[src/int32_dequant_scale_bias_assert.svh]
// Assertion macros used by the dequantizer top level.
`ifndef INT32_DEQUANT_SCALE_BIAS_ASSERT_SVH
`define INT32_DEQUANT_SCALE_BIAS_ASSERT_SVH

// Same-cycle implication, disabled while reset is low.
`define DQS_ASSERT_NOW(lbl, clk, rst_n, ante, cons, msg) \
    lbl: assert property (@(posedge clk) disable iff (!rst_n) (ante) |-> (cons)) \
        else $error(msg);

// Next-cycle implication, disabled while reset is low.
`define DQS_ASSERT_NEXT(lbl, clk, rst_n, ante, cons, msg) \
    lbl: assert property (@(posedge clk) disable iff (!rst_n) (ante) |=> (cons)) \
        else $error(msg);

`endif

[src/dqs_pkg.sv]
// Shared types, constants and binary32 helper functions of the dequantizer.
package dqs_pkg;

    localparam logic [31:0] CANON_NAN    = 32'h7FC0_0000;
    localparam logic [31:0] MSCALE_RESET = 32'h3F80_0000;

    typedef enum logic [1:0] {
        CFG_HAS_BIAS  = 2'd0,
        CFG_PER_COL   = 2'd1,
        CFG_ACCUM     = 2'd2,
        CFG_MSCALE    = 2'd3
    } t_cfg_idx;

    typedef enum logic [1:0] {
        FC_NUM,
        FC_NAN,
        FC_INF,
        FC_PASS
    } t_fcls;

    // Load enables of a two-stage arithmetic unit.
    typedef struct packed {
        logic en_a;
        logic en_b;
    } t_adv;

    typedef struct packed {
        logic [47:0] sig;
        logic [5:0]  lz;
    } t_norm;

    // Shifts a nonzero word left until its top bit is set.
    function automatic t_norm f_norm48(input logic [47:0] s);
        t_norm r;
        r.sig = s;
        r.lz  = '0;
        if (r.sig[47:16] == 32'd0) begin
            r.sig = {r.sig[15:0], 32'd0};
            r.lz[5] = 1'b1;
        end
        if (r.sig[47:32] == 16'd0) begin
            r.sig = {r.sig[31:0], 16'd0};
            r.lz[4] = 1'b1;
        end
        if (r.sig[47:40] == 8'd0) begin
            r.sig = {r.sig[39:0], 8'd0};
            r.lz[3] = 1'b1;
        end
        if (r.sig[47:44] == 4'd0) begin
            r.sig = {r.sig[43:0], 4'd0};
            r.lz[2] = 1'b1;
        end
        if (r.sig[47:46] == 2'd0) begin
            r.sig = {r.sig[45:0], 2'd0};
            r.lz[1] = 1'b1;
        end
        if (r.sig[47] == 1'b0) begin
            r.sig = {r.sig[46:0], 1'b0};
            r.lz[0] = 1'b1;
        end
        return r;
    endfunction

    // Rounds a normalized significand (top bit at 47) with biased exponent be
    // to nearest even, producing subnormals and infinities as needed.
    function automatic logic [31:0] f_round_pack(input logic sgn,
                                                 input logic signed [11:0] be,
                                                 input logic [47:0] sig);
        logic [47:0] sh;
        logic        extra;
        logic [11:0] amt;
        logic        g;
        logic        st;
        logic        inc;
        logic [24:0] m25;
        logic [11:0] e;
        if (be < 12'sd1) begin
            amt = 12'(12'sd1 - be);
            if (amt >= 12'd48) begin
                sh    = '0;
                extra = |sig;
            end else begin
                sh    = sig >> amt[5:0];
                extra = |(sig & ~({48{1'b1}} << amt[5:0]));
            end
        end else begin
            amt   = '0;
            sh    = sig;
            extra = 1'b0;
        end
        g   = sh[23];
        st  = (|sh[22:0]) | extra;
        inc = g & (st | sh[24]);
        m25 = {1'b0, sh[47:24]} + 25'(inc);
        if (be < 12'sd1) begin
            e = {11'd0, m25[23]};
        end else begin
            e = 12'(be) + {11'd0, m25[24]};
        end
        if (e >= 12'd255) begin
            return {sgn, 8'hFF, 23'd0};
        end
        return {sgn, e[7:0], m25[22:0]};
    endfunction

endpackage

[src/dqs_req_if.sv]
// Request channel carrying one accumulator and its column operands.
interface dqs_req_if;
    logic        valid;
    logic        ready;
    logic [31:0] acc;
    logic [31:0] col_scale;
    logic [31:0] col_bias;
    logic [31:0] prior_out;

    modport source (output valid, acc, col_scale, col_bias, prior_out, input ready);
    modport sink   (input valid, acc, col_scale, col_bias, prior_out, output ready);
endinterface

[src/dqs_rsp_if.sv]
// Response channel carrying one binary32 result.
interface dqs_rsp_if;
    logic        valid;
    logic        ready;
    logic [31:0] out_value;

    modport source (output valid, out_value, input ready);
    modport sink   (input valid, out_value, output ready);
endinterface

[src/dqs_i2f.sv]
// Single-stage signed 32-bit integer to binary32 conversion.
module dqs_i2f (
    input  logic        i_clk,
    input  logic        i_en,
    input  logic [31:0] i_acc,
    output logic [31:0] o_value
);
    logic [31:0]       w_mag;
    dqs_pkg::t_norm    w_norm;
    logic signed [11:0] w_be;
    logic [31:0]       n_value;
    logic [31:0]       r_value;

    always_comb begin
        w_mag  = i_acc[31] ? (~i_acc + 32'd1) : i_acc;
        w_norm = dqs_pkg::f_norm48({w_mag, 16'd0});
        w_be   = 12'sd158 - $signed({6'd0, w_norm.lz});
        if (w_mag == 32'd0) begin
            n_value = 32'd0;
        end else begin
            n_value = dqs_pkg::f_round_pack(i_acc[31], w_be, w_norm.sig);
        end
    end

    always_ff @(posedge i_clk) begin
        if (i_en) begin
            r_value <= n_value;
        end
    end

    assign o_value = r_value;
endmodule

[src/dqs_fmul.sv]
// Two-stage binary32 multiplier: significand product, then normalize and round.
module dqs_fmul (
    input  logic          i_clk,
    input  dqs_pkg::t_adv i_adv,
    input  logic [31:0]   i_a,
    input  logic [31:0]   i_b,
    output logic [31:0]   o_value
);
    logic               w_anan, w_bnan, w_ainf, w_binf, w_azero, w_bzero;
    logic [23:0]        w_ma, w_mb;
    logic [7:0]         w_ea, w_eb;
    dqs_pkg::t_fcls     n_cls;
    dqs_pkg::t_fcls     r_cls;
    logic               r_zero;
    logic               r_sign;
    logic signed [11:0] r_esum;
    logic [47:0]        r_prod;
    dqs_pkg::t_norm     w_norm;
    logic [31:0]        n_value;
    logic [31:0]        r_value;

    always_comb begin
        w_anan  = (i_a[30:23] == 8'hFF) && (i_a[22:0] != 23'd0);
        w_bnan  = (i_b[30:23] == 8'hFF) && (i_b[22:0] != 23'd0);
        w_ainf  = (i_a[30:23] == 8'hFF) && (i_a[22:0] == 23'd0);
        w_binf  = (i_b[30:23] == 8'hFF) && (i_b[22:0] == 23'd0);
        w_azero = (i_a[30:0] == 31'd0);
        w_bzero = (i_b[30:0] == 31'd0);
        w_ma    = {i_a[30:23] != 8'd0, i_a[22:0]};
        w_mb    = {i_b[30:23] != 8'd0, i_b[22:0]};
        w_ea    = (i_a[30:23] == 8'd0) ? 8'd1 : i_a[30:23];
        w_eb    = (i_b[30:23] == 8'd0) ? 8'd1 : i_b[30:23];
        if (w_anan || w_bnan || (w_ainf && w_bzero) || (w_binf && w_azero)) begin
            n_cls = dqs_pkg::FC_NAN;
        end else if (w_ainf || w_binf) begin
            n_cls = dqs_pkg::FC_INF;
        end else begin
            n_cls = dqs_pkg::FC_NUM;
        end
    end

    always_ff @(posedge i_clk) begin
        if (i_adv.en_a) begin
            r_cls  <= n_cls;
            r_zero <= w_azero || w_bzero;
            r_sign <= i_a[31] ^ i_b[31];
            r_esum <= $signed({4'd0, w_ea}) + $signed({4'd0, w_eb}) - 12'sd126;
            r_prod <= w_ma * w_mb;
        end
    end

    always_comb begin
        w_norm = dqs_pkg::f_norm48(r_prod);
        case (r_cls)
            dqs_pkg::FC_NAN: n_value = dqs_pkg::CANON_NAN;
            dqs_pkg::FC_INF: n_value = {r_sign, 8'hFF, 23'd0};
            default: begin
                if (r_zero) begin
                    n_value = {r_sign, 31'd0};
                end else begin
                    n_value = dqs_pkg::f_round_pack(r_sign,
                                  r_esum - $signed({6'd0, w_norm.lz}), w_norm.sig);
                end
            end
        endcase
    end

    always_ff @(posedge i_clk) begin
        if (i_adv.en_b) begin
            r_value <= n_value;
        end
    end

    assign o_value = r_value;
endmodule

[src/dqs_fadd.sv]
// Two-stage binary32 adder with bypass: align and add, then normalize and round.
module dqs_fadd (
    input  logic          i_clk,
    input  dqs_pkg::t_adv i_adv,
    input  logic          i_use,
    input  logic [31:0]   i_a,
    input  logic [31:0]   i_b,
    output logic [31:0]   o_value
);
    logic               w_anan, w_bnan, w_ainf, w_binf;
    logic [31:0]        w_x, w_y;
    logic [7:0]         w_ex, w_ey, w_d;
    logic [23:0]        w_mx, w_my;
    logic [47:0]        w_yfull, w_ysh;
    logic               w_stk;
    logic [48:0]        w_xx, w_yy;
    dqs_pkg::t_fcls     n_cls;
    logic               n_sign;
    dqs_pkg::t_fcls     r_cls;
    logic               r_sign;
    logic               r_zsign;
    logic [7:0]         r_ex;
    logic [48:0]        r_sum;
    logic [31:0]        r_pass;
    dqs_pkg::t_norm     w_norm;
    logic [47:0]        w_sig;
    logic signed [11:0] w_be;
    logic [31:0]        n_value;
    logic [31:0]        r_value;

    always_comb begin
        w_anan = (i_a[30:23] == 8'hFF) && (i_a[22:0] != 23'd0);
        w_bnan = (i_b[30:23] == 8'hFF) && (i_b[22:0] != 23'd0);
        w_ainf = (i_a[30:23] == 8'hFF) && (i_a[22:0] == 23'd0);
        w_binf = (i_b[30:23] == 8'hFF) && (i_b[22:0] == 23'd0);
        n_sign = i_a[31];
        if (!i_use) begin
            n_cls = dqs_pkg::FC_PASS;
        end else if (w_anan || w_bnan || (w_ainf && w_binf && (i_a[31] != i_b[31]))) begin
            n_cls = dqs_pkg::FC_NAN;
        end else if (w_ainf) begin
            n_cls = dqs_pkg::FC_INF;
        end else if (w_binf) begin
            n_cls  = dqs_pkg::FC_INF;
            n_sign = i_b[31];
        end else begin
            n_cls = dqs_pkg::FC_NUM;
        end
        // The operand of larger magnitude sets the exponent and the sign.
        if (i_a[30:0] >= i_b[30:0]) begin
            w_x = i_a;
            w_y = i_b;
        end else begin
            w_x = i_b;
            w_y = i_a;
        end
        if (n_cls == dqs_pkg::FC_NUM) begin
            n_sign = w_x[31];
        end
        w_ex    = (w_x[30:23] == 8'd0) ? 8'd1 : w_x[30:23];
        w_ey    = (w_y[30:23] == 8'd0) ? 8'd1 : w_y[30:23];
        w_mx    = {w_x[30:23] != 8'd0, w_x[22:0]};
        w_my    = {w_y[30:23] != 8'd0, w_y[22:0]};
        w_d     = w_ex - w_ey;
        w_yfull = {w_my, 24'd0};
        if (w_d >= 8'd48) begin
            w_ysh = '0;
            w_stk = |w_my;
        end else begin
            w_ysh = w_yfull >> w_d[5:0];
            w_stk = |(w_yfull & ~({48{1'b1}} << w_d[5:0]));
        end
        w_xx = {1'b0, w_mx, 24'd0};
        w_yy = {1'b0, w_ysh[47:1], w_ysh[0] | w_stk};
    end

    always_ff @(posedge i_clk) begin
        if (i_adv.en_a) begin
            r_cls   <= n_cls;
            r_sign  <= n_sign;
            r_zsign <= (w_x[31] == w_y[31]) ? w_x[31] : 1'b0;
            r_ex    <= w_ex;
            r_sum   <= (w_x[31] != w_y[31]) ? (w_xx - w_yy) : (w_xx + w_yy);
            r_pass  <= i_a;
        end
    end

    always_comb begin
        w_norm = dqs_pkg::f_norm48(r_sum[47:0]);
        if (r_sum[48]) begin
            w_sig = {r_sum[48:2], r_sum[1] | r_sum[0]};
            w_be  = $signed({4'd0, r_ex}) + 12'sd1;
        end else begin
            w_sig = w_norm.sig;
            w_be  = $signed({4'd0, r_ex}) - $signed({6'd0, w_norm.lz});
        end
        case (r_cls)
            dqs_pkg::FC_PASS: n_value = r_pass;
            dqs_pkg::FC_NAN:  n_value = dqs_pkg::CANON_NAN;
            dqs_pkg::FC_INF:  n_value = {r_sign, 8'hFF, 23'd0};
            default: begin
                // Exact cancellation and sums of zeros come out as zero.
                if (r_sum == 49'd0) begin
                    n_value = {r_zsign, 31'd0};
                end else begin
                    n_value = dqs_pkg::f_round_pack(r_sign, w_be, w_sig);
                end
            end
        endcase
    end

    always_ff @(posedge i_clk) begin
        if (i_adv.en_b) begin
            r_value <= n_value;
        end
    end

    assign o_value = r_value;
endmodule

[src/int32_dequant_scale_bias.sv]
// Top level of the int32 to binary32 dequantizer with scale, bias and accumulate.
//
//  channel   dir  handshake      payload
//  i_req     in   valid/ready    acc, col_scale, col_bias, prior_out
//  o_rsp     out  valid/ready    out_value
//  i_cfg_*   in   write enable   index, 32-bit data
//
// Seven register stages: convert, multiply (2), bias add (2), prior add (2).
// One request enters per cycle unless a stalled output has filled every stage.
// Each stage holds its own valid bit and loads when it is empty or moving on,
// so bubbles close up and a stalled output halts only the full stages.
// Reset clears the valid bits and configuration; matrix_scale resets to 1.0.
`include "int32_dequant_scale_bias_assert.svh"

module int32_dequant_scale_bias (
    input  logic        i_clk,
    input  logic        i_rst_n,
    dqs_req_if.sink     i_req,
    dqs_rsp_if.source   o_rsp,
    input  logic        i_cfg_we,
    input  logic [1:0]  i_cfg_idx,
    input  logic [31:0] i_cfg_data
);
    logic        r_has_bias;
    logic        r_per_col;
    logic        r_accum;
    logic [31:0] r_mscale;

    logic [6:0]  r_v;
    logic [6:0]  w_en;

    logic [31:0] r_s0_scale;
    logic [31:0] r_s0_bias, r_s1_bias, r_s2_bias;
    logic [31:0] r_s0_prior, r_s1_prior, r_s2_prior, r_s3_prior, r_s4_prior;

    logic [31:0] w_conv, w_prod, w_biased, w_result;
    dqs_pkg::t_adv w_mul_adv, w_bias_adv, w_acc_adv;

    always_ff @(posedge i_clk) begin
        if (!i_rst_n) begin
            r_has_bias <= 1'b0;
            r_per_col  <= 1'b0;
            r_accum    <= 1'b0;
            r_mscale   <= dqs_pkg::MSCALE_RESET;
        end else if (i_cfg_we) begin
            case (dqs_pkg::t_cfg_idx'(i_cfg_idx))
                dqs_pkg::CFG_HAS_BIAS: r_has_bias <= i_cfg_data[0];
                dqs_pkg::CFG_PER_COL:  r_per_col  <= i_cfg_data[0];
                dqs_pkg::CFG_ACCUM:    r_accum    <= i_cfg_data[0];
                dqs_pkg::CFG_MSCALE:   r_mscale   <= i_cfg_data;
                default: ;
            endcase
        end
    end

    always_comb begin
        w_en[6] = !r_v[6] || o_rsp.ready;
        for (int k = 5; k >= 0; k--) begin
            w_en[k] = !r_v[k] || w_en[k+1];
        end
    end

    always_ff @(posedge i_clk) begin
        if (!i_rst_n) begin
            r_v <= '0;
        end else begin
            if (w_en[0]) begin
                r_v[0] <= i_req.valid;
            end
            for (int k = 1; k < 7; k++) begin
                if (w_en[k]) begin
                    r_v[k] <= r_v[k-1];
                end
            end
        end
    end

    always_ff @(posedge i_clk) begin
        if (w_en[0]) begin
            r_s0_scale <= r_per_col ? i_req.col_scale : r_mscale;
            r_s0_bias  <= i_req.col_bias;
            r_s0_prior <= i_req.prior_out;
        end
        if (w_en[1]) begin
            r_s1_bias  <= r_s0_bias;
            r_s1_prior <= r_s0_prior;
        end
        if (w_en[2]) begin
            r_s2_bias  <= r_s1_bias;
            r_s2_prior <= r_s1_prior;
        end
        if (w_en[3]) begin
            r_s3_prior <= r_s2_prior;
        end
        if (w_en[4]) begin
            r_s4_prior <= r_s3_prior;
        end
    end

    assign w_mul_adv  = '{en_a: w_en[1], en_b: w_en[2]};
    assign w_bias_adv = '{en_a: w_en[3], en_b: w_en[4]};
    assign w_acc_adv  = '{en_a: w_en[5], en_b: w_en[6]};

    dqs_i2f u_i2f (
        .i_clk   (i_clk),
        .i_en    (w_en[0]),
        .i_acc   (i_req.acc),
        .o_value (w_conv)
    );

    dqs_fmul u_mul (
        .i_clk   (i_clk),
        .i_adv   (w_mul_adv),
        .i_a     (w_conv),
        .i_b     (r_s0_scale),
        .o_value (w_prod)
    );

    dqs_fadd u_bias (
        .i_clk   (i_clk),
        .i_adv   (w_bias_adv),
        .i_use   (r_has_bias),
        .i_a     (w_prod),
        .i_b     (r_s2_bias),
        .o_value (w_biased)
    );

    dqs_fadd u_accum (
        .i_clk   (i_clk),
        .i_adv   (w_acc_adv),
        .i_use   (r_accum),
        .i_a     (w_biased),
        .i_b     (r_s4_prior),
        .o_value (w_result)
    );

    assign i_req.ready     = w_en[0];
    assign o_rsp.valid     = r_v[6];
    assign o_rsp.out_value = w_result;

    `DQS_ASSERT_NEXT(a_accept_fills, i_clk, i_rst_n, i_req.valid && i_req.ready, r_v[0],
        "accepted request did not enter the first stage")
    `DQS_ASSERT_NOW(a_full_when_blocked, i_clk, i_rst_n, !i_req.ready, &r_v,
        "request blocked while a pipeline stage is empty")
    `DQS_ASSERT_NEXT(a_stall_holds, i_clk, i_rst_n, o_rsp.valid && !o_rsp.ready,
        o_rsp.valid && $stable(o_rsp.out_value), "stalled result changed or vanished")
    `DQS_ASSERT_NOW(a_nan_canonical, i_clk, i_rst_n,
        o_rsp.valid && (o_rsp.out_value[30:23] == 8'hFF) && (o_rsp.out_value[22:0] != 23'd0),
        o_rsp.out_value == dqs_pkg::CANON_NAN, "result NaN is not canonical")
endmodule

[src/flat_wrapper.sv]
// flat-port wrapper written by rule: the top's interface ports become plain ports
module int32_dequant_scale_bias_flat 
  (i_clk, i_rst_n, i_cfg_we, i_cfg_idx, i_cfg_data, i_req_valid, i_req_acc, i_req_col_scale, i_req_col_bias, i_req_prior_out, i_req_ready, o_rsp_valid, o_rsp_out_value, o_rsp_ready);
  dqs_req_if i_req_i ();
  dqs_rsp_if o_rsp_i ();
  input  logic i_clk;
  input  logic i_rst_n;
  input  logic i_cfg_we;
  input  logic [1:0] i_cfg_idx;
  input  logic [31:0] i_cfg_data;
  input wire logic [$bits(i_req_i.valid)-1:0] i_req_valid;
  input wire logic [$bits(i_req_i.acc)-1:0] i_req_acc;
  input wire logic [$bits(i_req_i.col_scale)-1:0] i_req_col_scale;
  input wire logic [$bits(i_req_i.col_bias)-1:0] i_req_col_bias;
  input wire logic [$bits(i_req_i.prior_out)-1:0] i_req_prior_out;
  output wire logic [$bits(i_req_i.ready)-1:0] i_req_ready;
  output wire logic [$bits(o_rsp_i.valid)-1:0] o_rsp_valid;
  output wire logic [$bits(o_rsp_i.out_value)-1:0] o_rsp_out_value;
  input wire logic [$bits(o_rsp_i.ready)-1:0] o_rsp_ready;
  assign i_req_i.valid = i_req_valid;
  assign i_req_i.acc = i_req_acc;
  assign i_req_i.col_scale = i_req_col_scale;
  assign i_req_i.col_bias = i_req_col_bias;
  assign i_req_i.prior_out = i_req_prior_out;
  assign i_req_ready = i_req_i.ready;
  assign o_rsp_valid = o_rsp_i.valid;
  assign o_rsp_out_value = o_rsp_i.out_value;
  assign o_rsp_i.ready = o_rsp_ready;
  int32_dequant_scale_bias u_core (.i_clk(i_clk), .i_rst_n(i_rst_n), .i_req(i_req_i), .o_rsp(o_rsp_i), .i_cfg_we(i_cfg_we), .i_cfg_idx(i_cfg_idx), .i_cfg_data(i_cfg_data));
endmodule
[config.mk]
export PLATFORM = sky130hd
export DESIGN_NAME = int32_dequant_scale_bias_flat
export DESIGN_NICKNAME = d
export VERILOG_FILES = /design/src/dqs_pkg.sv /design/src/dqs_req_if.sv /design/src/dqs_rsp_if.sv /design/src/dqs_i2f.sv /design/src/dqs_fmul.sv /design/src/dqs_fadd.sv /design/src/int32_dequant_scale_bias.sv /design/src/flat_wrapper.sv
export VERILOG_INCLUDE_DIRS = /design/src /design/src/src
export SDC_FILE = /design/constraint.sdc
export NUM_CORES = 2
export LEC_CHECK = 0
export ABC_AREA = 1
export BUFFER_PORTS_ARGS = -buffer_cell sky130_fd_sc_hd__buf_4
export CAP_MARGIN = 20
export CORE_MARGIN = 5
export CORE_UTILIZATION = 35
export DETAILED_ROUTE_END_ITERATION = 7
export MAX_ROUTING_LAYER = met4
export SKIP_LAST_GASP = 1
export SLEW_MARGIN = 10
export SYNTH_ARGS = -nofsm -noshare
export SYNTH_HDL_FRONTEND = slang
export SYNTH_SLANG_ARGS = --single-unit
[constraint.sdc]
create_clock -name i_clk -period 77.9 [get_ports i_clk]
set_input_delay 23.37 -clock i_clk [delete_from_list [all_inputs] [get_ports i_clk]]
set_output_delay 23.37 -clock i_clk [all_outputs]
set_load 0.005 [all_outputs]
==> metrics <==
outcome=finished, final reports clean; FMAX=19.97 MHz; Post-Synthesis Cells=13.13k; number of hold buffers added after cts=0; layout cells sized above 1=5.011%; Routed Wire Length=320,800 um; Reg clk slew, reported paths=60 ps; All-Layer GR Usage=24.71%; critical path arrival=26,710 ps; Ys Warns=0; worst min path class=register to register; routed len/inst=19.70 um; TNS Setup=0 ps; clk sinks=706; cts bufs inserted=77; post-CTS setup buffer count=0; Setup CP Type=input pin to primary output; biggest regs=u_core.u_accum.r_sum (49), u_core.u_bias.r_sum (49), u_core.u_mul.r_prod (48); Max-slew headroom=between 20% and 30%; drt first pass iters=7; standard-cell rows=roughly 180; top routing layer in use=met4; sequential area share after synthesis=23.86%; most common cell after layout, fill and taps aside=nand2_1; IO Pins=roughly 200; Routed Antenna Nets=0; wl on met1=136,800 um; Max-Cap Viols=0; Bufs on Longest Clock Path=3; worst-path fanout max=58; final slew viol count=0; Syn Nets=approximately 14k; slowest stage delay, CP=440 ps; commonest non-fill, non-tap cells in the layout=4,173 x nand2_1, 1,886 x inv_1, 1,199 x nand3_1; vias in the first global route=between 80k and 90k; via count=between 80k and 90k; largest net degree at the start of global routing=approximately 120; post-cts resize count=0; cell mode on critical path=nor2_1; Worst Tran Pin Value=about 1000 ps; root buf cell=clkbuf_16; Clock Skew=52.58 ps; Setup Viol. Count Final=0; critical path buffer and inverter count=8; CP Capture Type=primary output; Die X-Extent=508.8 um; syn avg cell area=6.633 um^2; starting density of the core=35.09%; synthesized area=87,080 um^2; met3 wire length=19,680 um; met2 wire len=148,100 um; number of H-tree levels=3; crit-path cells=buf_4 -> nor2_1 -> inv_1 -> buf_4 -> nor2_1 -> clkinv_2 -> nor2_1 -> inv_2 -> nor2_1 -> inv_4 -> nor2_1 -> inv_4 -> nor2_1 -> nand2_4 -> buf_4; Unique masters post-synth=between 70 and 80; DP HPWL=approximately 250,000 um; synthesized flop and latch total=706; WP data required=54,530 ps; 1st-iter DRT viols=approximately 9.3k; Crit-path slowest cell=clkinv_2; core area=approximately 250,000 um^2; Hold Vio Cnt, Final=0; Area growth syn-to-layout=7.780%; DRC=0; Worst-Skew Late Latency=720 ps; Final #Nets=13.97k; global route total overflow=0; CTS tree=yes; Post-synth ARST share=0%; IO Port Bufs=200; die area=258,900 um^2; Synth Flop Type=edfxtp_1; DR vias/cell=5.290; initial antenna violation count=3; number of flops mapped to enable cells by yosys=664; die height=a little over 500 um; fin crit share=between 60 and 70%; routability cong.=1.027; first-pass GRT wire length=485,800 um; RSZ-0062 raised after global routing=false; crit path time final=50,080 ps; largest delay contributor family on the critical path=simple AND/OR/NAND/NOR gates; Startpoint Class=input pin
-- cells by family after synthesis --
kind of cell | after synthesis | synth area share, %
XOR/XNOR | 270 | 2.716
multiplexers | 23 | 0.2644
AO/OA/AOI/OAI | 1729 | 11.04
buffers and inverters | 2591 | 11.44
adder cells (fa/ha/maj) | 915 | 17.37
flip-flops | 706 | 23.86
AND/OR/NAND/NOR | 6894 | 33.30
-- path summary, 6_finish.rpt --
path	endpoint	cells past startpoint	slack [ps]	start
setup reg to reg	u_core.u_mul.o_value[18]	74	62000	u_core.u_mul.r_prod[21]
setup / recovery	i_req_ready	15	27820	o_rsp_ready
hold reg to reg	u_core.r_s4_prior[9]	0	370	u_core.r_s3_prior[9]
hold / removal	u_core.r_s4_prior[9]	0	370	u_core.r_s3_prior[9]
-- synthesized netlist by cell type (59+ instances only) --
library cell | instances | area [um^2]
nand2_1 | 4175 | 15670
inv_1 | 1893 | 7106
nand3_1 | 1201 | 6011
o21ai_0 | 910 | 4554
nor2_1 | 895 | 3359
edfxtp_1 | 664 | 19940
fa_1 | 490 | 9809
clkbuf_1 | 455 | 1708
ha_1 | 425 | 5318
a21oi_1 | 391 | 1957
nand4_1 | 274 | 1714
xor2_1 | 211 | 1848
nor3_1 | 110 | 550.5
buf_1 | 104 | 390.4
nor4_1 | 75 | 469.2
buf_2 | 74 | 370.4
a31oi_1 | 72 | 450.4
xnor2_1 | 59 | 516.8
-- routing by layer --
metal,up-vias,GRT usage [%]
li1,41818,-
met3,656,1.958
met2,3302,39.54
met1,40368,32.37
met4,0,10.36
met5,-,-
-- layout make-up --
type | instances | area, um^2
fill | 27040 | 154300
multi-input combinational | 9831 | 56430
tap | 3330 | 4167
clock inverter | 46 | 555.5
antenna | 3 | 7.507
sequential | 706 | 20780
clock buffer | 97 | 2083
timing repair buffer | 340 | 2572
inverter | 1932 | 7263
-- metrics by stage --
stage | setup WS [ps] | hold WS, ps | cell area [um^2] | utilization, % | instances
final | 27820 | 373.0 | 93860 | 37.82 | 16285
after global routing | 27480 | 376.8 | 93850 | 37.81 | 16282
after CTS | 27750 | 362.9 | 93820 | 37.80 | 16280
after detailed placement | 27760 | 404.5 | 91180 | 36.74 | 16137
after global placement | 27730 | 400.3 | 91180 | 36.74 | 16137
after floorplan | 19380 | 400.3 | 87080 | - | 13128
Power is left out: the tool's default activity adds up to more than one toggle a clock period on the data nets, which glitch-free logic cannot reach.
